===== src/design/fidps_pkg.sv =====
package fidps_pkg;

    // Probe progress
    typedef enum logic [3:0] {
        PH_IDLE,
        PH_INIT_MFR,
        PH_INIT_DEV,
        PH_MFR,
        PH_MFR_EXT,
        PH_MFR_EXT3,
        PH_DEV,
        PH_DEV_EXT
    } t_phase;

    // Input transaction codes (tuser)
    typedef enum logic [1:0] {
        OP_START = 2'd0,
        OP_DATA  = 2'd1,
        OP_FAIL  = 2'd2
    } t_op;

    // Result transaction codes (tuser)
    typedef enum logic [1:0] {
        KIND_READ   = 2'd0,
        KIND_WRITE  = 2'd1,
        KIND_DELAY  = 2'd2,
        KIND_FINISH = 2'd3
    } t_kind;

    localparam int ADDR_W  = 24;
    localparam int DELAY_W = 10;
    localparam int RADDR_W = 9;

    // Register indexes on the configuration port
    localparam logic [1:0] REG_UNLOCK_ADDR_1 = 2'd0;
    localparam logic [1:0] REG_UNLOCK_ADDR_2 = 2'd1;
    localparam logic [1:0] REG_UNLOCK_DATA_1 = 2'd2;
    localparam logic [1:0] REG_UNLOCK_DATA_2 = 2'd3;

    // Flash command bytes and IDs
    localparam logic [7:0] CMD_LEGACY_A = 8'h80;
    localparam logic [7:0] CMD_LEGACY_B = 8'h60;
    localparam logic [7:0] CMD_STD      = 8'h90;
    localparam logic [7:0] RST_INTEL    = 8'hFF;
    localparam logic [7:0] RST_STD      = 8'hF0;
    localparam logic [7:0] ID_CONT      = 8'h7F;
    localparam logic [7:0] MFR_REENTER  = 8'hC2;
    localparam logic [7:0] MFR_INTEL    = 8'h89;

    localparam logic [DELAY_W-1:0] DELAY_ENTRY = 10'd50;
    localparam logic [DELAY_W-1:0] DELAY_RESET = 10'd1000;

    // Read offsets used by the probe
    localparam logic [RADDR_W-1:0] RA_ARRAY_0 = 9'h000;
    localparam logic [RADDR_W-1:0] RA_ARRAY_1 = 9'h001;
    localparam logic [RADDR_W-1:0] RA_MFR_EXT = 9'h100;
    localparam logic [RADDR_W-1:0] RA_MFR_X3  = 9'h003;
    localparam logic [RADDR_W-1:0] RA_DEV_EXT = 9'h101;

    // Unlock configuration
    typedef struct packed {
        logic [ADDR_W-1:0] addr_1;
        logic [ADDR_W-1:0] addr_2;
        logic [7:0]        data_1;
        logic [7:0]        data_2;
    } t_cfg;

    // One run of results: optional reset, optional ID entry, then a read or a finish
    typedef struct packed {
        logic               do_reset;
        logic [7:0]         reset_byte;
        logic               do_entry;
        logic               method;
        logic               is_finish;
        logic [RADDR_W-1:0] read_addr;
        logic               ok;
        logic               valid;
        logic [7:0]         mfr;
        logic [7:0]         dev;
    } t_run;

    // One result transaction
    typedef struct packed {
        t_kind              kind;
        logic [ADDR_W-1:0]  addr;
        logic [7:0]         wdata;
        logic [DELAY_W-1:0] delay;
        logic               ok;
        logic               valid;
        logic [7:0]         mfr;
        logic [7:0]         dev;
    } t_result;

endpackage


===== src/design/flash_id_probe_sequencer.sv =====
// Autoselect ID probe sequencer for a parallel NOR flash.
// Input stream (s_*): one transaction per event. tuser carries the op code
// (start, read data returned, access failure); tdata carries the ID method
// and the returned read byte. Output stream (m_*): bus requests (read, write,
// delay) and a final finish transaction holding both IDs and the flags;
// tlast marks the last result caused by one input transaction.
// An input transaction is decoded in the cycle it is taken and loads a run
// descriptor; the run is played out of a small step counter, one result per
// cycle into the output register. The run descriptor is registered on
// acceptance and the first result is then loaded from it into the output
// register. A run is one to ten results long (ten for a reenter with the
// legacy method); the next input is taken in the cycle that loads the last
// result of the run. Inputs that cause no result load no run.
// When the receiver stalls, the output register holds its result and the
// step counter waits; input stays blocked until the last result of the run
// has entered the output register.
// Reset clears the probe to idle, empties the output and loads the unlock
// registers with 0x5555, 0x2AAA, 0xAA and 0x55. The APB port reads and
// writes these four registers; pready is always high.
module flash_id_probe_sequencer
    import fidps_pkg::*;
(
    input  logic        i_clk,
    input  logic        i_rst_n,
    // slave stream
    input  logic        s_tvalid,
    output logic        s_tready,
    input  logic [15:0] s_tdata,   // method[0], read_data[8:1], zero[15:9]
    input  logic [1:0]  s_tuser,   // op[1:0]
    // master stream
    output logic        m_tvalid,
    input  logic        m_tready,
    // bus_address[23:0], write_data[31:24], delay_micros[41:32], probe_ok[42],
    // id_valid[43], manufacturer_out[51:44], device_out[59:52], zero[63:60]
    output logic [63:0] m_tdata,
    output logic [1:0]  m_tuser,   // request_kind[1:0]
    output logic        m_tlast,
    // configuration
    input  logic        psel,
    input  logic        penable,
    input  logic        pwrite,
    input  logic [3:0]  paddr,
    input  logic [31:0] pwdata,
    output logic [31:0] prdata,
    output logic        pready
);

    t_cfg       r_cfg;
    t_phase     r_phase;
    logic       r_method;
    logic [7:0] r_init_mfr;
    logic [7:0] r_init_dev;
    logic [7:0] r_mfr;
    logic [7:0] r_dev;

    t_phase     n_phase;
    logic       n_method;
    logic [7:0] n_init_mfr;
    logic [7:0] n_init_dev;
    logic [7:0] n_mfr;
    logic [7:0] n_dev;
    t_run       n_run;
    logic       n_run_has;

    logic       accept;
    logic       cfg_wr;
    logic [1:0] reg_idx;
    logic [7:0] in_data;
    t_op        in_op;
    logic       take_ok;
    logic       out_valid;
    logic       out_last;
    t_result    out_res;

    // Run that reads a single offset
    function automatic t_run fn_read(logic [RADDR_W-1:0] a);
        t_run r;
        r           = '0;
        r.read_addr = a;
        return r;
    endfunction

    // Run after the manufacturer byte is known: reenter ID mode for one vendor
    function automatic t_run fn_after_mfr(logic [7:0] m, logic method);
        t_run r;
        r = fn_read(RA_ARRAY_1);
        if (m == MFR_REENTER) begin
            r.do_reset   = 1'b1;
            r.reset_byte = (m == MFR_INTEL) ? RST_INTEL : RST_STD;
            r.do_entry   = 1'b1;
            r.method     = method;
        end
        return r;
    endfunction

    // Run that resets the flash and reports both IDs
    function automatic t_run fn_finish(logic [7:0] m, logic [7:0] d,
                                       logic [7:0] im, logic [7:0] id);
        t_run r;
        r            = '0;
        r.do_reset   = 1'b1;
        r.reset_byte = (m == MFR_INTEL) ? RST_INTEL : RST_STD;
        r.is_finish  = 1'b1;
        r.ok         = 1'b1;
        r.valid      = ((m != im) || (d != id)) && (^m);
        r.mfr        = m;
        r.dev        = d;
        return r;
    endfunction

    assign in_op   = t_op'(s_tuser);
    assign in_data = s_tdata[8:1];
    assign accept  = s_tvalid && s_tready;

    // Decode one input transaction against the probe state
    always_comb begin
        n_phase    = r_phase;
        n_method   = r_method;
        n_init_mfr = r_init_mfr;
        n_init_dev = r_init_dev;
        n_mfr      = r_mfr;
        n_dev      = r_dev;
        n_run      = '0;
        n_run_has  = 1'b0;
        unique case (in_op)
            OP_START: begin
                n_method   = s_tdata[0];
                n_init_mfr = 8'd0;
                n_init_dev = 8'd0;
                n_mfr      = 8'd0;
                n_dev      = 8'd0;
                n_run      = fn_read(RA_ARRAY_0);
                n_run_has  = 1'b1;
                n_phase    = PH_INIT_MFR;
            end
            OP_FAIL: begin
                if (r_phase != PH_IDLE) begin
                    n_run.is_finish = 1'b1;
                    n_run.mfr       = r_mfr;
                    n_run.dev       = r_dev;
                    n_run_has       = 1'b1;
                    n_phase         = PH_IDLE;
                end
            end
            OP_DATA: begin
                unique case (r_phase)
                    PH_INIT_MFR: begin
                        n_init_mfr = in_data;
                        n_run      = fn_read(RA_ARRAY_1);
                        n_run_has  = 1'b1;
                        n_phase    = PH_INIT_DEV;
                    end
                    PH_INIT_DEV: begin
                        n_init_dev     = in_data;
                        n_run          = fn_read(RA_ARRAY_0);
                        n_run.do_entry = 1'b1;
                        n_run.method   = r_method;
                        n_run_has      = 1'b1;
                        n_phase        = PH_MFR;
                    end
                    PH_MFR, PH_MFR_EXT: begin
                        n_mfr     = in_data;
                        n_run_has = 1'b1;
                        if (in_data == ID_CONT) begin
                            n_run   = fn_read((r_phase == PH_MFR) ? RA_MFR_EXT : RA_MFR_X3);
                            n_phase = (r_phase == PH_MFR) ? PH_MFR_EXT : PH_MFR_EXT3;
                        end else begin
                            n_run   = fn_after_mfr(in_data, r_method);
                            n_phase = PH_DEV;
                        end
                    end
                    PH_MFR_EXT3: begin
                        n_mfr     = ID_CONT;
                        n_run     = fn_after_mfr(ID_CONT, r_method);
                        n_run_has = 1'b1;
                        n_phase   = PH_DEV;
                    end
                    PH_DEV: begin
                        n_dev     = in_data;
                        n_run_has = 1'b1;
                        if (in_data == ID_CONT) begin
                            n_run   = fn_read(RA_DEV_EXT);
                            n_phase = PH_DEV_EXT;
                        end else begin
                            n_run   = fn_finish(r_mfr, in_data, r_init_mfr, r_init_dev);
                            n_phase = PH_IDLE;
                        end
                    end
                    PH_DEV_EXT: begin
                        n_dev     = in_data;
                        n_run     = fn_finish(r_mfr, in_data, r_init_mfr, r_init_dev);
                        n_run_has = 1'b1;
                        n_phase   = PH_IDLE;
                    end
                    default: begin
                        n_phase = PH_IDLE;
                    end
                endcase
            end
            default: begin
                n_phase = r_phase;
            end
        endcase
    end

    // Update the probe state on each accepted transaction
    always_ff @(posedge i_clk) begin
        if (!i_rst_n) begin
            r_phase    <= PH_IDLE;
            r_method   <= 1'b0;
            r_init_mfr <= 8'd0;
            r_init_dev <= 8'd0;
            r_mfr      <= 8'd0;
            r_dev      <= 8'd0;
        end else if (accept) begin
            r_phase    <= n_phase;
            r_method   <= n_method;
            r_init_mfr <= n_init_mfr;
            r_init_dev <= n_init_dev;
            r_mfr      <= n_mfr;
            r_dev      <= n_dev;
        end
    end

    // Configuration registers
    assign reg_idx = paddr[3:2];
    assign cfg_wr  = psel && penable && pwrite && pready;
    assign pready  = 1'b1;

    always_ff @(posedge i_clk) begin
        if (!i_rst_n) begin
            r_cfg.addr_1 <= 24'h005555;
            r_cfg.addr_2 <= 24'h002AAA;
            r_cfg.data_1 <= 8'hAA;
            r_cfg.data_2 <= 8'h55;
        end else if (cfg_wr) begin
            unique case (reg_idx)
                REG_UNLOCK_ADDR_1: r_cfg.addr_1 <= pwdata[ADDR_W-1:0];
                REG_UNLOCK_ADDR_2: r_cfg.addr_2 <= pwdata[ADDR_W-1:0];
                REG_UNLOCK_DATA_1: r_cfg.data_1 <= pwdata[7:0];
                default:           r_cfg.data_2 <= pwdata[7:0];
            endcase
        end
    end

    always_comb begin
        unique case (reg_idx)
            REG_UNLOCK_ADDR_1: prdata = {8'd0, r_cfg.addr_1};
            REG_UNLOCK_ADDR_2: prdata = {8'd0, r_cfg.addr_2};
            REG_UNLOCK_DATA_1: prdata = {24'd0, r_cfg.data_1};
            default:           prdata = {24'd0, r_cfg.data_2};
        endcase
    end

    // Play out runs into the output register
    fidps_emit u_emit (
        .i_clk       (i_clk),
        .i_rst_n     (i_rst_n),
        .i_load      (accept && n_run_has),
        .i_run       (n_run),
        .i_cfg       (r_cfg),
        .i_out_ready (m_tready),
        .o_take_ok   (take_ok),
        .o_out_valid (out_valid),
        .o_out_last  (out_last),
        .o_out       (out_res)
    );

    assign s_tready = take_ok;
    assign m_tvalid = out_valid;
    assign m_tlast  = out_last;
    assign m_tuser  = out_res.kind;
    assign m_tdata  = {4'd0, out_res.dev, out_res.mfr, out_res.valid, out_res.ok,
                       out_res.delay, out_res.wdata, out_res.addr};

endmodule


===== src/design/fidps_emit.sv =====
module fidps_emit
    import fidps_pkg::*;
(
    input  logic    i_clk,
    input  logic    i_rst_n,
    input  logic    i_load,
    input  t_run    i_run,
    input  t_cfg    i_cfg,
    input  logic    i_out_ready,
    output logic    o_take_ok,
    output logic    o_out_valid,
    output logic    o_out_last,
    output t_result o_out
);

    logic    r_busy;
    t_run    r_run;
    logic [3:0] r_pos;
    logic    r_out_valid;
    logic    r_out_last;
    t_result r_out;

    logic [3:0] rlen;
    logic [3:0] elen;
    logic [3:0] len;
    logic [3:0] q;
    logic [1:0] sub;
    logic [7:0] cmd;
    logic       adv;
    logic       at_last;
    t_result    n_out;

    // Work out the result for the current position in the run
    always_comb begin
        rlen  = r_run.do_reset ? 4'd2 : 4'd0;
        elen  = !r_run.do_entry ? 4'd0 : (r_run.method ? 4'd4 : 4'd7);
        len   = rlen + elen + 4'd1;
        q     = r_pos - rlen;
        sub   = (q >= 4'd3) ? 2'(q - 4'd3) : q[1:0];
        cmd   = r_run.method ? CMD_STD : ((q < 4'd3) ? CMD_LEGACY_A : CMD_LEGACY_B);
        n_out = '0;
        if (r_run.do_reset && (r_pos < 4'd2)) begin
            if (r_pos == 4'd0) begin
                n_out.kind  = KIND_WRITE;
                n_out.wdata = r_run.reset_byte;
            end else begin
                n_out.kind  = KIND_DELAY;
                n_out.delay = DELAY_RESET;
            end
        end else if (q < elen) begin
            if (q == elen - 4'd1) begin
                n_out.kind  = KIND_DELAY;
                n_out.delay = DELAY_ENTRY;
            end else begin
                n_out.kind = KIND_WRITE;
                unique case (sub)
                    2'd0: begin
                        n_out.addr  = i_cfg.addr_1;
                        n_out.wdata = i_cfg.data_1;
                    end
                    2'd1: begin
                        n_out.addr  = i_cfg.addr_2;
                        n_out.wdata = i_cfg.data_2;
                    end
                    default: begin
                        n_out.addr  = i_cfg.addr_1;
                        n_out.wdata = cmd;
                    end
                endcase
            end
        end else if (r_run.is_finish) begin
            n_out.kind  = KIND_FINISH;
            n_out.ok    = r_run.ok;
            n_out.valid = r_run.valid;
            n_out.mfr   = r_run.mfr;
            n_out.dev   = r_run.dev;
        end else begin
            n_out.kind = KIND_READ;
            n_out.addr = {{(ADDR_W-RADDR_W){1'b0}}, r_run.read_addr};
        end
    end

    assign adv       = r_busy && (!r_out_valid || i_out_ready);
    assign at_last   = (r_pos == len - 4'd1);
    assign o_take_ok = !r_busy || (adv && at_last);

    // Advance the run and hold the result until taken
    always_ff @(posedge i_clk) begin
        if (!i_rst_n) begin
            r_busy      <= 1'b0;
            r_pos       <= 4'd0;
            r_out_valid <= 1'b0;
            r_out_last  <= 1'b0;
        end else begin
            if (adv) begin
                r_out       <= n_out;
                r_out_valid <= 1'b1;
                r_out_last  <= at_last;
            end else if (i_out_ready) begin
                r_out_valid <= 1'b0;
            end
            if (i_load) begin
                r_busy <= 1'b1;
                r_run  <= i_run;
                r_pos  <= 4'd0;
            end else if (adv) begin
                r_pos <= r_pos + 4'd1;
                if (at_last) begin
                    r_busy <= 1'b0;
                end
            end
        end
    end

    assign o_out_valid = r_out_valid;
    assign o_out_last  = r_out_last;
    assign o_out       = r_out;

endmodule


===== config.mk =====
export PLATFORM = sky130hd
export DESIGN_NAME = flash_id_probe_sequencer
export DESIGN_NICKNAME = d
export VERILOG_FILES = /design/src/design/fidps_pkg.sv /design/src/design/flash_id_probe_sequencer.sv /design/src/design/fidps_emit.sv
export SDC_FILE = /design/constraint.sdc
export NUM_CORES = 1
export LEC_CHECK = 0
export CAP_MARGIN = 20
export CORE_UTILIZATION = 58
export CTS_BUF_LIST = sky130_fd_sc_hd__clkbuf_8
export CTS_CLUSTER_SIZE = 8
export DETAILED_ROUTE_END_ITERATION = 8
export DONT_BUFFER_PORTS = 1
export HOLD_SLACK_MARGIN = 0.05
export PLACE_DENSITY = 0.83
export SYNTH_ARGS = -nofsm -noshare
export SYNTH_HDL_FRONTEND = slang
export SYNTH_SLANG_ARGS = --single-unit

===== constraint.sdc =====
create_clock -name i_clk -period 5.64 [get_ports i_clk]
set_input_delay 1.128 -clock i_clk [delete_from_list [all_inputs] [get_ports i_clk]]
set_output_delay 1.128 -clock i_clk [all_outputs]
set_load 0.02 [all_outputs]

== After elaboration in Yosys (flattened, before gate mapping) ==
Index checks and enable logic that the tools add are counted.

* Muxes and demuxes: 52
* Shift operators: 0
* Add/subtract/negate cells: 7
* Multipliers: 0
* Magnitude comparators: 4
* Divide/modulo/power cells: 0
* Reductions and logical operators: 44
* Equality and inequality tests: 25
* Bitwise logic cells: 3

{| class="wikitable"
|+ Operators with widths
! operator !! count
|-
| case mux 39 bit (5 select lines) || 1
|-
| case mux 8 bit (2 select lines) || 5
|-
| two-way mux 39 bit || 2
|-
| case mux 24 bit (3 select lines) || 1
|-
| case mux 32 bit (2 select lines) || 1
|-
| two-way mux 8 bit || 6
|-
| two-way mux 18 bit || 2
|-
| two-way mux 32 bit || 1
|-
| case mux 16 bit (2 select lines) || 1
|-
| two-way mux 26 bit || 1
|-
| equality test 8 bit (second input constant) || 3
|-
| two-way mux 9 bit || 2
|-
| equality test 4 x 3 -> 1 bit (second input constant) || 4
|-
| two-way mux 16 bit || 1
|-
| two-way mux 2 bit || 8
|-
| two-way mux 4 bit || 4
|-
| != test 8 bit || 2
|-
| AND reduction 2 bit || 8
|-
| case mux 3 bit (5 select lines) || 1
|-
| AND reduction 3 bit || 5
|-
| case mux 4 bit (3 select lines) || 1
|-
| two-way mux 11 bit || 1
|-
| two-way mux 10 bit || 1
|-
| adder 4 x 1 -> 4 bit (second input constant) || 2
|-
| 34 further kinds || 71
|}

* Flip-flop bits (word level): 209
* Memories kept: 0
* ROM bits: 0
* Output and inout bits: 102
* RAM bits: 0
* Latch bits: 0

== Depth between registers and ports, before layout ==
Gate-level depths: netlist of run 1.

* Depth in word-level cells: 12
* Mapped depth: 11

== Modules after synthesis ==
From an unflattened synthesis of run 1, not the netlist that was laid out.

* Cells, all modules: 989
* Area, all modules: 9997.1 µm²

{| class="wikitable"
|+ By module, submodules not included
! module !! seq. area each (µm²) !! cells an instance !! area each (µm²) !! times used
|-
| flash_id_probe_sequencer || 2001.9 || 584 || 5014.8 || 1
|-
| fidps_emit || 2962.8 || 405 || 4982.3 || 1
|}

== Least setup slack after synthesis of run 1 ==
Ideal clock, no wire load.

* Path type: in2reg
* From: input port m_tready
* To: register u_emit.r_run[0] (netlist bit) (enable)
* Setup time: 447 ps
* Setup slack: 1361 ps
* Cell stages on the path: 5
* Buffers on the path: 1
* Data arrival time: 3832 ps
* Cells stage by stage: nand2b_1 and2_1 clkbuf_1 a31oi_4 nor3b_1

* Cells in the longest elaborated chain, start to end: 7

{| class="wikitable"
|+ RTL lines
! item !! RTL line !! RTL
|-
| start: declaration || flash_id_probe_sequencer.sv:32 || <nowiki>input logic m_tready,</nowiki>
|-
| logical OR 1 bit || fidps_emit.sv:83 || <nowiki>assign adv = r_busy && (!r_out_valid || i_out_ready);</nowiki>
|-
| logical AND 1 bit || fidps_emit.sv:83 ||
|-
| logical AND 1 bit || fidps_emit.sv:85 || <nowiki>assign o_take_ok = !r_busy || (adv && at_last);</nowiki>
|-
| logical OR 1 bit || fidps_emit.sv:85 ||
|-
| logical AND 1 bit || flash_id_probe_sequencer.sv:113 || <nowiki>assign accept = s_tvalid && s_tready;</nowiki>
|-
| logical AND 1 bit || flash_id_probe_sequencer.sv:259 || <nowiki>.i_load (accept && n_run_has),</nowiki>
|-
| AND reduction 2 bit (no source line) || n/a ||
|-
| end signal: assignment || fidps_emit.sv:104 || <nowiki>r_run <= i_run;</nowiki>
|-
| end: declaration || fidps_emit.sv:17 || <nowiki>t_run r_run;</nowiki>
|}

Every way passes these cells.
A chain may end at the register's enable or synchronous reset.

== Worst setup path after layout of run 1 ==
* From: register u_emit.r_pos[0]
* To: output port s_tready

* Cells in the longest elaborated chain, start to end: 3

{| class="wikitable"
|+ RTL lines
! item !! RTL line !! RTL
|-
| start: declaration || fidps_emit.sv:18 || <nowiki>logic [3:0] r_pos;</nowiki>
|-
| start signal: assignment || fidps_emit.sv:107 || <nowiki>r_pos <= r_pos + 4'd1;</nowiki>
|-
| equality test 4 bit || fidps_emit.sv:84 || <nowiki>assign at_last = (r_pos == len - 4'd1);</nowiki>
|-
| logical AND 1 bit || fidps_emit.sv:85 ||
|-
| logical OR 1 bit || fidps_emit.sv:85 ||
|-
| end: declaration || flash_id_probe_sequencer.sv:27 || <nowiki>output logic s_tready,</nowiki>
|}

Every way passes these cells.

==> metrics.md, run 1 <==
| Metric | Value |
|---|---|
| Met1 Routed Length | `between 8 and 9 mm` |
| I/O pins | `about 160` |
| Worst vdd ir | `0.000172 V` |
| Critical path class | `reg -> out` |
| Post-synth EDFFs | `81` |
| Total power | `about 2.5 mW` |
| ANT cells | `0` |
| DIE HEIGHT | `about 130 µm` |
| Crit-path max FO | `18` |
| Initial Util | `roughly 60%` |
| DRC errors left | `0` |
| H-tree levels | `4` |
| Mean post-synth cell area | `just under 10 µm²` |
| Worst slew pin tran | `roughly 1.1 ns` |
| Post-detailed-route via-to-cell ratio | `just under 6` |
| Status | `completed` |
| Routability Congestion | `around 0.83` |
| Met2 routed WL | `9.23 mm` |
| PnR worst setup slack | `between 1.5 and 2 ns` |
| Row cnt | `45` |
| Number of max-cap violations | `0` |
| Flops & latches, synth | `188` |
| WHS | `about 0.47 ns` |
| Post-route core utilization | `61.9%` |
| Post-CTS Hold Buffers | `0` |
| Unique masters post-synth | `between 60 and 70` |
| Cells along the critical path | `clkinv_1 -> ha_1 -> a31oi_4 -> inv_2` |
| Cell Pwr Density | `~270 nW/µm²` |
| Count of input and output buffers | `0` |
| Routed WL | `19.3 mm` |
| Root buffer cell | `clkbuf_8` |
| Buf/Inv on CP | `2` |
| Synthesized cell area | `9050 µm²` |
| Mapped Cells | `between 900 and 1000` |
| Sequential share of the synthesized area | `between 50% and 60%` |
| Setup TNS Final | `0 ns` |
| Post-cts repair resize count | `0` |
| Global-route wire length before repair | `31.1 mm` |
| Achievable Freq | `approximately 250 MHz` |
| TritonCTS clock tree | `yes` |
| Min Tclk post-route | `between 3 and 4 ns` |
| DR vias | `6333` |
| Delay-heaviest family, CP | `flip-flops` |
| Slew Limit Fails | `0` |
| DR WL/cell | `17.9 µm` |
| Worst EP arrival | `2.83 ns` |
| Clock Latency Late Sink | `between 0.4 and 0.5 ns` |
| Fin crit share | `between 70% and 80%` |
| Most frequent cells in the layout | `200 x nand2_1, 107 x dfxtp_1, 81 x edfxtp_1` |
| Rel. slew slack | `between 20% and 30%` |
| CTS sink cnt | `roughly 190` |
| Post-route ant nets | `0` |
| Hold Violations, Final | `0` |
| Die area | `~16000 µm²` |
| Die X | `127 µm` |
| Worst slack, placed | `2.18 ns` |
| Layout cell share with drive strength beyond 1 | `7.32%` |
| Core footprint | `15200 µm²` |
| Clk slew on worst S/H paths | `0.09 ns` |
| Area delta synth->final | `4.01%` |
| Hold Crit Class | `reg -> reg` |
| Initial antenna violation count | `0` |
| Syn. warnings | `0` |
| CP max stage delay | `between 0.7 and 0.8 ns` |
| Commonest non-fill, non-tap cell in the layout | `nand2_1` |
| Worst setup EP type | `primary output` |
| Gr ovfl total | `0` |
| Max Used Layer | `met4` |
| Critical path's slowest cell | `dfxtp_1` |
| Met3 routed WL | `1.46 mm` |
| Clock skew | `0.0144 ns` |
| Number of global-route vias before repair | `roughly 5900` |
| Final net count | `954` |
| Final setup viols | `0` |
| Largest net degree at the start of global routing | `roughly 130` |
| Starting DRT DRC Count | `about 480` |
| TritonRoute pass-1 iters | `5` |
| RSZ-0062 raised after global routing | `false` |
| Startpoint types | `flop` |
| DP Wirelength | `between 10 and 15 mm` |
| Postcts setup bufs | `0` |
| Ys async rst share | `0%` |
| Main synth FF type | `dfxtp_1` |
| CTS buffer count | `17` |
| Overall Global Routing Usage | `roughly 25%` |
| Critical path data required time | `4.51 ns` |
| Worst-case clock buffer depth | `2` |
| Leakage | `approximately 3.4 nW` |
[where the power goes]
group,internal [mW],switching (mW)
registers,1.44,0.0310
clock network,0.395,0.484
logic,0.0654,0.107
[flip-flops by register name, indices dropped and copies added (netlist names)]
name / cells
r_method: 1
r_init_mfr: 8
u_emit.o_out_last: 1
u_emit.r_run: 26
r_phase: 3
r_dev: 8
u_emit.o_out_valid: 1
r_cfg: 64
u_emit.r_busy: 1
u_emit.o_out: 55
r_mfr: 8
u_emit.r_pos: 4
r_init_dev: 8
[worst register-to-register path: stages, from the launching register on]
cell and delay [ns]:
dfxtp_1 0.77, clkinv_1 0.58, ha_1 0.52, or4_1 0.50, nand4_1 0.11, buf_4 0.36
a31o_2 0.18, o31ai_1 0.10
[path summary, 6_finish.rpt]
kind | start | endpoint | slack [ns] | cells past startpoint
worst min-delay path | r_dev[3] | r_dev[3] | 0.47 | 2
worst max register to register | u_emit.r_pos[0] | u_emit.o_out[32] | 2.26 | 7
worst max-delay path | u_emit.r_pos[0] | s_tready | 1.68 | 4
worst min register to register | r_dev[3] | r_dev[3] | 0.47 | 2
[cell type report]
| class | count | area, µm² |
|---|---|---|
| inverters | 22 | 85.1 |
| well taps | 188 | 235 |
| flip-flops and latches | 188 | 4570 |
| multi-input cells | 640 | 4090 |
| repair buffers | 6 | 42.5 |
| clock buffers | 17 | 234 |
| fillers | 1255 | 5790 |
| clock inverters | 15 | 149 |
[kinds of logic (layout without fill, tap and decap cells)]
kind of cell | count (synthesis) | in the layout | synth area share, %
buf+inv | 96 | 60 | 5.03
other cells | 2 | 15 | 0.0830
fa+ha+maj | 18 | 18 | 2.49
xor+xnor | 27 | 27 | 2.61
mux | 80 | 80 | 10.1
compound gates | 132 | 132 | 10.4
flops | 188 | 188 | 50.6
simple gates | 368 | 368 | 18.8
[cells in the mapped netlist, types with 9 or more instances]
| cell | n | area share, % |
|---|---|---|
| a21boi_0 | 37 | 3.1 |
| a21oi_1 | 29 | 1.6 |
| and2_1 | 29 | 2.0 |
| buf_4 | 20 | 1.7 |
| clkbuf_1 | 43 | 1.8 |
| dfxtp_1 | 107 | 24 |
| edfxtp_1 | 81 | 27 |
| ha_1 | 18 | 2.5 |
| inv_1 | 19 | 0.79 |
| mux2i_1 | 71 | 7.9 |
| nand2_1 | 200 | 8.3 |
| nand3_1 | 29 | 1.6 |
| nor2_1 | 36 | 1.5 |
| nor2b_1 | 20 | 1.4 |
| nor3_1 | 9 | 0.50 |
| o211ai_1 | 9 | 0.75 |
| o21ai_0 | 12 | 0.66 |
| xnor2_1 | 20 | 1.9 |
[routing by layer]
metal / vias to the layer above / track usage [%]
met5: - / 0
met4: 0 / 8.47
met3: 26 / 5.74
met2: 247 / 40.4
met1: 3007 / 33.0
li1: 3053 / -
[through the flow]
| step | cells | instance area (µm²) |
|---|---|---|
| 2_1_floorplan | 924 | 9100 |
| 3_3_place_gp | 1043 | 9020 |
| 3_5_place_dp | 1044 | 9030 |
| 4_1_cts | 1076 | 9410 |
| 5_1_grt | 1076 | 9410 |
| 6_report | 1076 | 9410 |
(Power assumes the default switching activity.)
==> inputs of run 2 (changes only) <==
Settings changed: ABC_AREA set to 1.
Clock period 5.64 ns to 4.1 ns, I/O delays scaled along.
==> metrics.md, run 2 <==
| Metric | Value |
|---|---|
| Status | `completed (unchanged)` |
| Post-CTS Hold Buffers | `0 (unchanged)` |
| Cell Pwr Density | `390 nW/µm² (was 268 nW/µm²)` |
| Mean post-synth cell area | `7.87 µm² (was 9.93 µm²)` |
| TritonRoute pass-1 iters | `9 (was 5)` |
| Leakage | `4.17 nW (was 3.38 nW)` |
| Multi-input gate area | `3760 µm² (was 4090 µm²)` |
| Final net count | `1231 (was 954)` |
| TritonCTS clock tree | `yes (unchanged)` |
| Routed WL | `20.7 mm (was 19.3 mm)` |
| Max reg flops | `64 (unchanged)` |
| Count of input and output buffers | `0 (unchanged)` |
| DIE HEIGHT | `129 µm (was 127 µm)` |
| Worst-case clock buffer depth | `2 (unchanged)` |
| Row cnt | `45 (unchanged)` |
| Fillers | `1383 (was 1255)` |
| DRC errors left | `0 (unchanged)` |
| Hold path start | `i_rst_n (was r_dev[3])` |
| Sequential share of the synthesized area | `49.1% (was 50.6%)` |
| Startpoint types | `flop (unchanged)` |
| Gr ovfl total | `0 (unchanged)` |
| Clock Latency Late Sink | `0.47 ns (about the same)` |
| CTS sink cnt | `188 (unchanged)` |
| Worst slew pin tran | `0.998 ns (was 1.09 ns)` |
| Post-route ant nets | `0 (unchanged)` |
| RSZ-0062 raised after global routing | `false (unchanged)` |
| DP Wirelength | `14.0 mm (was 12.7 mm)` |
| Logic pwr share | `11.3% (was 6.8%)` |
| Global-route wire length before repair | `33.5 mm (was 31.1 mm)` |
| Most common cell in the netlist | `nand2_1 (unchanged)` |
| Unique masters post-synth | `40 (was 63)` |
| Register Area | `4570 µm² (unchanged)` |
| Critical path class | `reg -> out (unchanged)` |
| Rel. slew slack | `33.4% (was 27.3%)` |
| Initial antenna violation count | `0 (unchanged)` |
| DR WL/cell | `15.0 µm (was 17.9 µm)` |
| Final std cells w/o fill | `1376 (was 1076)` |
| Worst vdd ir | `0.000335 V (was 0.000172 V)` |
| Mapped Cells | `1184 (was 911)` |
| Worst EP arrival | `2.28 ns (was 2.83 ns)` |
| Die area | `16600 µm² (was 16100 µm²)` |
| CP max stage delay | `0.46 ns (was 0.77 ns)` |
| Syn. warnings | `0 (unchanged)` |
| Overall Global Routing Usage | `25.8% (was 24.9%)` |
| Yosys top cell area share | `26.1% (was 26.9%)` |
| Number of max-cap violations | `0 (unchanged)` |
| Cells along the critical path | `inv_1 -> nor2_1 -> ha_1 -> ha_1 -> inv_1 -> nand2_1 -> nand2_1 -> nor2_2 -> nand3_2 -> nand2_4 (was clkinv_1 -> ha_1 -> a31oi_4 -> inv_2)` |
| Flops & latches, synth | `188 (unchanged)` |
| Internal power | `2.70 mW (was 1.90 mW)` |
| Top post-synthesis cells by count | `274 x nand2_1, 162 x nor2_1, 158 x inv_1, 107 x dfxtp_1, 81 x edfxtp_1 (was 200 x nand2_1, 107 x dfxtp_1, 81 x edfxtp_1, 71 x mux2i_1, 43 x clkbuf_1)` |
| Area after DPL | `9260 µm² (was 9030 µm²)` |
| Hold Crit Class | `in -> reg (was reg -> reg)` |
| Worst setup EP type | `primary output (unchanged)` |
| PnR worst setup slack | `0.998 ns (was 1.68 ns)` |
| Met3 routed WL | `1.65 mm (was 1.46 mm)` |
| Buf/Inv on CP | `2 (unchanged)` |
| Switching Share | `28.5% (was 24.7%)` |
| Postcts setup bufs | `0 (unchanged)` |
| Max Used Layer | `met4 (unchanged)` |
| CTS buffer count | `17 (unchanged)` |
| Ys async rst share | `0% (unchanged)` |
| Core footprint | `15400 µm² (was 15200 µm²)` |
| Final setup viols | `0 (unchanged)` |
| Root buffer cell | `clkbuf_8 (unchanged)` |
| Top cells by area, synth | `edfxtp_1 26%, dfxtp_1 23%, nand2_1 11% (was edfxtp_1 27%, dfxtp_1 24%, nand2_1 8.3%)` |
| Worst slack, placed | `1.09 ns (was 2.18 ns)` |
| Initial Util | `60.4% (was 59.5%)` |
| Post-route cell area | `9680 µm² (was 9410 µm²)` |
| Post-synth EDFFs | `81 (unchanged)` |
| Number of global-route vias before repair | `6824 (was 5891)` |
| Biggest register | `r_cfg (unchanged)` |
| Main synth FF type | `dfxtp_1 (unchanged)` |
| Starting DRT DRC Count | `667 (was 481)` |
| Clk pwr share | `33.8% (was 34.9%)` |
| ANT cells | `0 (unchanged)` |
| Layout cell share with drive strength beyond 1 | `6.78% (was 7.32%)` |
| I/O pins | `163 (unchanged)` |
| Critical path data required time | `3.28 ns (was 4.51 ns)` |
| H-tree levels | `4 (unchanged)` |
| Commonest non-fill, non-tap cell in the layout | `nand2_1 (unchanged)` |
| Post-route core utilization | `62.7% (was 61.9%)` |
| Slew Limit Fails | `0 (unchanged)` |
| Post-cts repair resize count | `0 (unchanged)` |
| Delay-heaviest family, CP | `simple AND/OR/NAND/NOR gates (was flip-flops)` |
| Clk slew on worst S/H paths | `0.11 ns (was 0.09 ns)` |
| Area delta synth->final | `3.94% (was 4.01%)` |
| Clock skew | `0.0149 ns (was 0.0144 ns)` |
| Most frequent cells in the layout | `274 x nand2_1, 160 x nor2_1, 158 x inv_1 (was 200 x nand2_1, 107 x dfxtp_1, 81 x edfxtp_1)` |
| Synthesized cell area | `9310 µm² (was 9050 µm²)` |
| Achievable Freq | `roughly 320 MHz` |
| Hold Violations, Final | `0 (unchanged)` |
| Post-detailed-route via-to-cell ratio | `5.50 (was 5.89)` |
| Met2 routed WL | `9.48 mm (was 9.23 mm)` |
| Met1 Routed Length | `9.01 mm (was 8.26 mm)` |
| Crit-path max FO | `27 (was 18)` |
| Crit path launch | `u_emit.r_run[29] (was u_emit.r_pos[0])` |
| Die X | `129 µm (was 127 µm)` |
| Fin crit share | `75.7%` |
| Setup TNS Final | `0 ns (unchanged)` |
| Min Tclk post-route | `3.10 ns` |
| RR Startpoint | `u_emit.r_pos[1] (was u_emit.r_pos[0])` |
| Total placed cells including tap cells | `1344 (was 1044)` |
| DR vias | `7565 (was 6333)` |
| NetSw | `1.08 mW (was 0.622 mW)` |
| Area leader, netlist | `edfxtp_1 (unchanged)` |
| Largest net degree at the start of global routing | `104 (was 125)` |
| Routability Congestion | `0.905 (was 0.833)` |
| Critical path's slowest cell | `edfxtp_1 (was dfxtp_1)` |
| Sequential power share | `54.8% (was 58.3%)` |
## run 2: kinds of logic (layout without fill, tap and decap cells)
| logic type | count (synthesis) | count (layout) | share of synthesized area (%) |
|---|---|---|---|
| buf+inv | 233 | 201 | 11.2 |
| flops | 188 | 188 | 49.1 |
| other cells | 2 | 15 | 0.0806 |
| simple gates | 558 | 558 | 25.8 |
| compound gates | 179 | 179 | 10.9 |
| xor+xnor | 6 | 6 | 0.564 |
| fa+ha+maj | 18 | 18 | 2.42 |
## run 2: final cells by class
class                      instances  share of cell area, %
timing repair buffer               5                  0.517
clock inverter                    15                   1.90
inverter                         164                   6.36
clock buffer                      17                   2.42
multi-input combinational        776                   38.8
sequential                       188                   47.3
tap                              211                   2.73
## run 2: path summary, 6_finish.rpt
path | to | slack (ns) | cells after the start
setup / recovery | s_tready | 1.0 | 10
hold / removal | r_cfg[25] | 0.44 | 1
setup reg to reg | u_emit.o_out[58] | 1.18 | 11
hold reg to reg | r_cfg[61] | 0.48 | 2
## run 2: worst register-to-register path: cells and delay by family, from the launching register on
kind | cells | cell delay, ns
AO/OA/AOI/OAI | 3 | 0.64
adder cells (fa/ha/maj) | 2 | 0.63
AND/OR/NAND/NOR | 3 | 0.87
buffers and inverters | 3 | 0.24
flip-flops | 1 | 0.39
## run 2: power groups by stage
stage | logic, mW | clock network, mW | registers [mW]
floorplan | 0.386 | 0 | 2.10
global placement | 0.410 | 0 | 2.11
detailed placement | 0.420 | 0 | 2.11
CTS | 0.424 | 1.29 | 2.07
global route | 0.482 | 1.37 | 2.08
finish | 0.428 | 1.28 | 2.07
## run 2: stage by stage
stage / power [mW] / hold WS [ns]
floorplan: 2.49 / 0.444
global placement: 2.52 / 0.453
detailed placement: 2.53 / 0.464
CTS: 3.79 / 0.424
global route: 3.93 / 0.418
finish: 3.78 / 0.444
## run 2: metal layers
metal  vias to the layer above  track usage [%]
met5                         -                0
met4                         0             9.62
met3                        46             6.57
met2                       337             41.0
met1                      3455             33.9
li1                       3727                -
==> inputs of run 3 (changes only) <==
Settings changed: ABC_AREA 1 to 0.
Clock period 4.1 ns to 3.18 ns, I/O delays scaled along.
==> metrics.md, run 3 (synthesis gave the netlist of run 1 again) <==
| Metric | Value |
|---|---|
| R2r worst-path depth | `9 (was 11)` |
| Rel. slew slack | `30.7% (was 33.4%)` |
| Overall Global Routing Usage | `25.5% (was 25.8%)` |
| Min Tclk post-route | `roughly 3 ns` |
| Buf/Inv on CP | `2 (unchanged)` |
| Die X | `127 µm (was 129 µm)` |
| Count of input and output buffers | `0 (unchanged)` |
| Biggest register | `r_cfg (unchanged)` |
| Worst vdd ir | `0.000238 V (was 0.000335 V)` |
| Slew Limit Fails | `0 (unchanged)` |
| TritonRoute pass-1 iters | `5 (was 9)` |
| Hold path start | `i_rst_n (unchanged)` |
| Worst EP arrival | `2.36 ns (was 2.28 ns)` |
| Row cnt | `45 (unchanged)` |
| TritonCTS clock tree | `yes (unchanged)` |
| Register Area | `4570 µm² (unchanged)` |
| Crit-path max FO | `8 (was 27)` |
| Routed WL | `19.8 mm (was 20.7 mm)` |
| Number of max-cap violations | `0 (unchanged)` |
| Critical path data required time | `2.54 ns (was 3.28 ns)` |
| Worst slew pin tran | `1.04 ns (was 0.998 ns)` |
| Core footprint | `15200 µm² (was 15400 µm²)` |
| Met1 Routed Length | `8.33 mm (was 9.01 mm)` |
| Met2 routed WL | `9.62 mm (was 9.48 mm)` |
| Hold Path Depth | `1 (unchanged)` |
| Most frequent cells in the layout | `200 x nand2_1, 107 x dfxtp_1, 81 x edfxtp_1 (was 274 x nand2_1, 160 x nor2_1, 158 x inv_1)` |
| Starting DRT DRC Count | `489 (was 667)` |
| Multi-input gate area | `4090 µm² (was 3760 µm²)` |
| Gr ovfl total | `0 (unchanged)` |
| Number of global-route vias before repair | `6099 (was 6824)` |
| Fillers | `1217 (was 1383)` |
| Worst R2R End | `u_emit.o_out[34] (was u_emit.o_out[58])` |
| Initial antenna violation count | `0 (unchanged)` |
| Hold endpoint | `r_cfg[48] (was r_cfg[25])` |
| CP max stage delay | `0.44 ns (was 0.46 ns)` |
| Global-route wire length before repair | `31.8 mm (was 33.5 mm)` |
| DR WL/cell | `18.2 µm (was 15.0 µm)` |
| Root buffer cell | `clkbuf_8 (unchanged)` |
| DIE HEIGHT | `127 µm (was 129 µm)` |
| Leakage | `3.46 nW (was 4.17 nW)` |
| Worst setup EP type | `primary output (unchanged)` |
| Clock Latency Late Sink | `0.48 ns (was 0.47 ns)` |
| Layout cell share with drive strength beyond 1 | `8.76% (was 6.78%)` |
| Fin crit share | `94.1%` |
| Worst slack, placed | `0.391 ns (was 1.09 ns)` |
| Worst-case clock buffer depth | `2 (unchanged)` |
| Post-detailed-route via-to-cell ratio | `5.95 (was 5.50)` |
| Achievable Freq | `about 330 MHz` |
| Critical path class | `reg -> out (unchanged)` |
| Die area | `16100 µm² (was 16600 µm²)` |
| Final net count | `968 (was 1231)` |
| RSZ-0062 raised after global routing | `false (unchanged)` |
| ANT cells | `0 (unchanged)` |
| Largest net degree at the start of global routing | `125 (was 104)` |
| Hold Crit Class | `in -> reg (unchanged)` |
| Status | `completed (unchanged)` |
| Cell Pwr Density | `480 nW/µm² (was 390 nW/µm²)` |
| H-tree levels | `4 (unchanged)` |
| Commonest non-fill, non-tap cell in the layout | `nand2_1 (unchanged)` |
| Hold Violations, Final | `0 (unchanged)` |
| Area delta synth->final | `5.59% (was 3.94%)` |
| DR vias | `6485 (was 7565)` |
| I/O pins | `163 (unchanged)` |
| Met3 routed WL | `1.57 mm (was 1.65 mm)` |
| Post-route ant nets | `0 (unchanged)` |
| CTS sink cnt | `188 (unchanged)` |
| RR Startpoint | `u_emit.r_pos[1] (unchanged)` |
| Critical path's slowest cell | `edfxtp_1 (unchanged)` |
| Worst path most repeated cell | `ha_1` |
| Clock skew | `0.0100 ns (was 0.0149 ns)` |
| Clk slew on worst S/H paths | `0.09 ns (was 0.11 ns)` |
| Delay-heaviest family, CP | `adder cells (was simple AND/OR/NAND/NOR gates)` |
| Routability Congestion | `0.899 (was 0.905)` |
| Max Used Layer | `met4 (unchanged)` |
| DP Wirelength | `13.3 mm (was 14.0 mm)` |
| Startpoint types | `flop (unchanged)` |
| Flop-to-flop setup slack | `0.21 ns (was 1.18 ns)` |
| Max reg flops | `64 (unchanged)` |
| Initial Util | `59.5% (was 60.4%)` |
| Total placed cells including tap cells | `1057 (was 1344)` |
| Setup TNS Final | `0 ns (unchanged)` |
| PnR worst setup slack | `0.188 ns (was 0.998 ns)` |
| Post-CTS Hold Buffers | `0 (unchanged)` |
| Final std cells w/o fill | `1090 (was 1376)` |
| Cells along the critical path | `nand2_1 -> inv_1 -> ha_1 -> ha_1 -> xor2_1 -> nor3_2 -> a31oi_4 -> inv_4 (was inv_1 -> nor2_1 -> ha_1 -> ha_1 -> inv_1 -> nand2_1 -> nand2_1 -> nor2_2 -> nand3_2 -> nand2_4)` |
| DRC errors left | `0 (unchanged)` |
| Final setup viols | `0 (unchanged)` |
| CTS buffer count | `17 (unchanged)` |
## run 3: worst register-to-register path, cell delays in order (launching register included)
cell and delay, ns:
dfxtp_1 0.44, inv_1 0.11, ha_1 0.35, inv_1 0.12
ha_1 0.20, nand2b_1 0.19, o21a_1 0.32, mux2i_2 0.38
nor2_1 0.08, o41ai_1 0.51
## run 3: repair_timing
action                                  4_1_cts  5_1_grt
endpoints found under the setup margin        1        1
buffers inserted                              1        0
pin swaps                                     0        1
cloned                                        0        0
gates resized for setup                       1        0
## run 3: worst max-delay path by stage
stage,from,endpoint,slack [ns],cells after the start
after global placement,u_emit.r_pos[1],u_emit.o_out[51],0.42,10
after global routing,u_emit.r_run[28],s_tready,0.06,9
final,u_emit.r_run[29],s_tready,0.19,8
after CTS,u_emit.r_run[29],s_tready,0.12,8
after floorplan,u_emit.r_run[28],u_emit.r_run[0],0.02,9
after detailed placement,u_emit.r_pos[1],u_emit.o_out[34],0.39,9
## run 3: per-stage QoR
stage	power (mW)	hold slack [ns]	utilization [%]	area, µm²
after detailed placement	2.98	0.451	60.0	9130
after global placement	2.97	0.444	60.0	9130
after CTS	4.62	0.215	62.8	9550
after floorplan	2.95	0.433	-	9100
final	4.59	0.276	62.8	9550
after global routing	4.74	0.229	62.8	9550
## run 3: metal layers
metal  up-vias  GRT usage (%)
met4         0           8.19
li1       3086              -
met2       271           42.3
met1      3096           31.7
met5         -              0
met3        32           7.84
## run 3: where the power goes
part | total, mW | switching, mW | leakage, nW | internal, mW
combinational | 0.323 | 0.198 | 1.65 | 0.125
sequential | 2.60 | 0.0505 | 1.59 | 2.55
clock | 1.66 | 0.857 | 0.218 | 0.804
total | 4.59 | 1.11 | 3.46 | 3.48
## run 3: area by class of cell
type | instances | share of cell area, %
clock inverters | 14 | 1.78
multi-input cells | 640 | 42.8
clock buffers | 18 | 2.59
repair buffers | 20 | 1.57
well taps | 188 | 2.46
flip-flops and latches | 188 | 47.9
inverters | 22 | 0.917
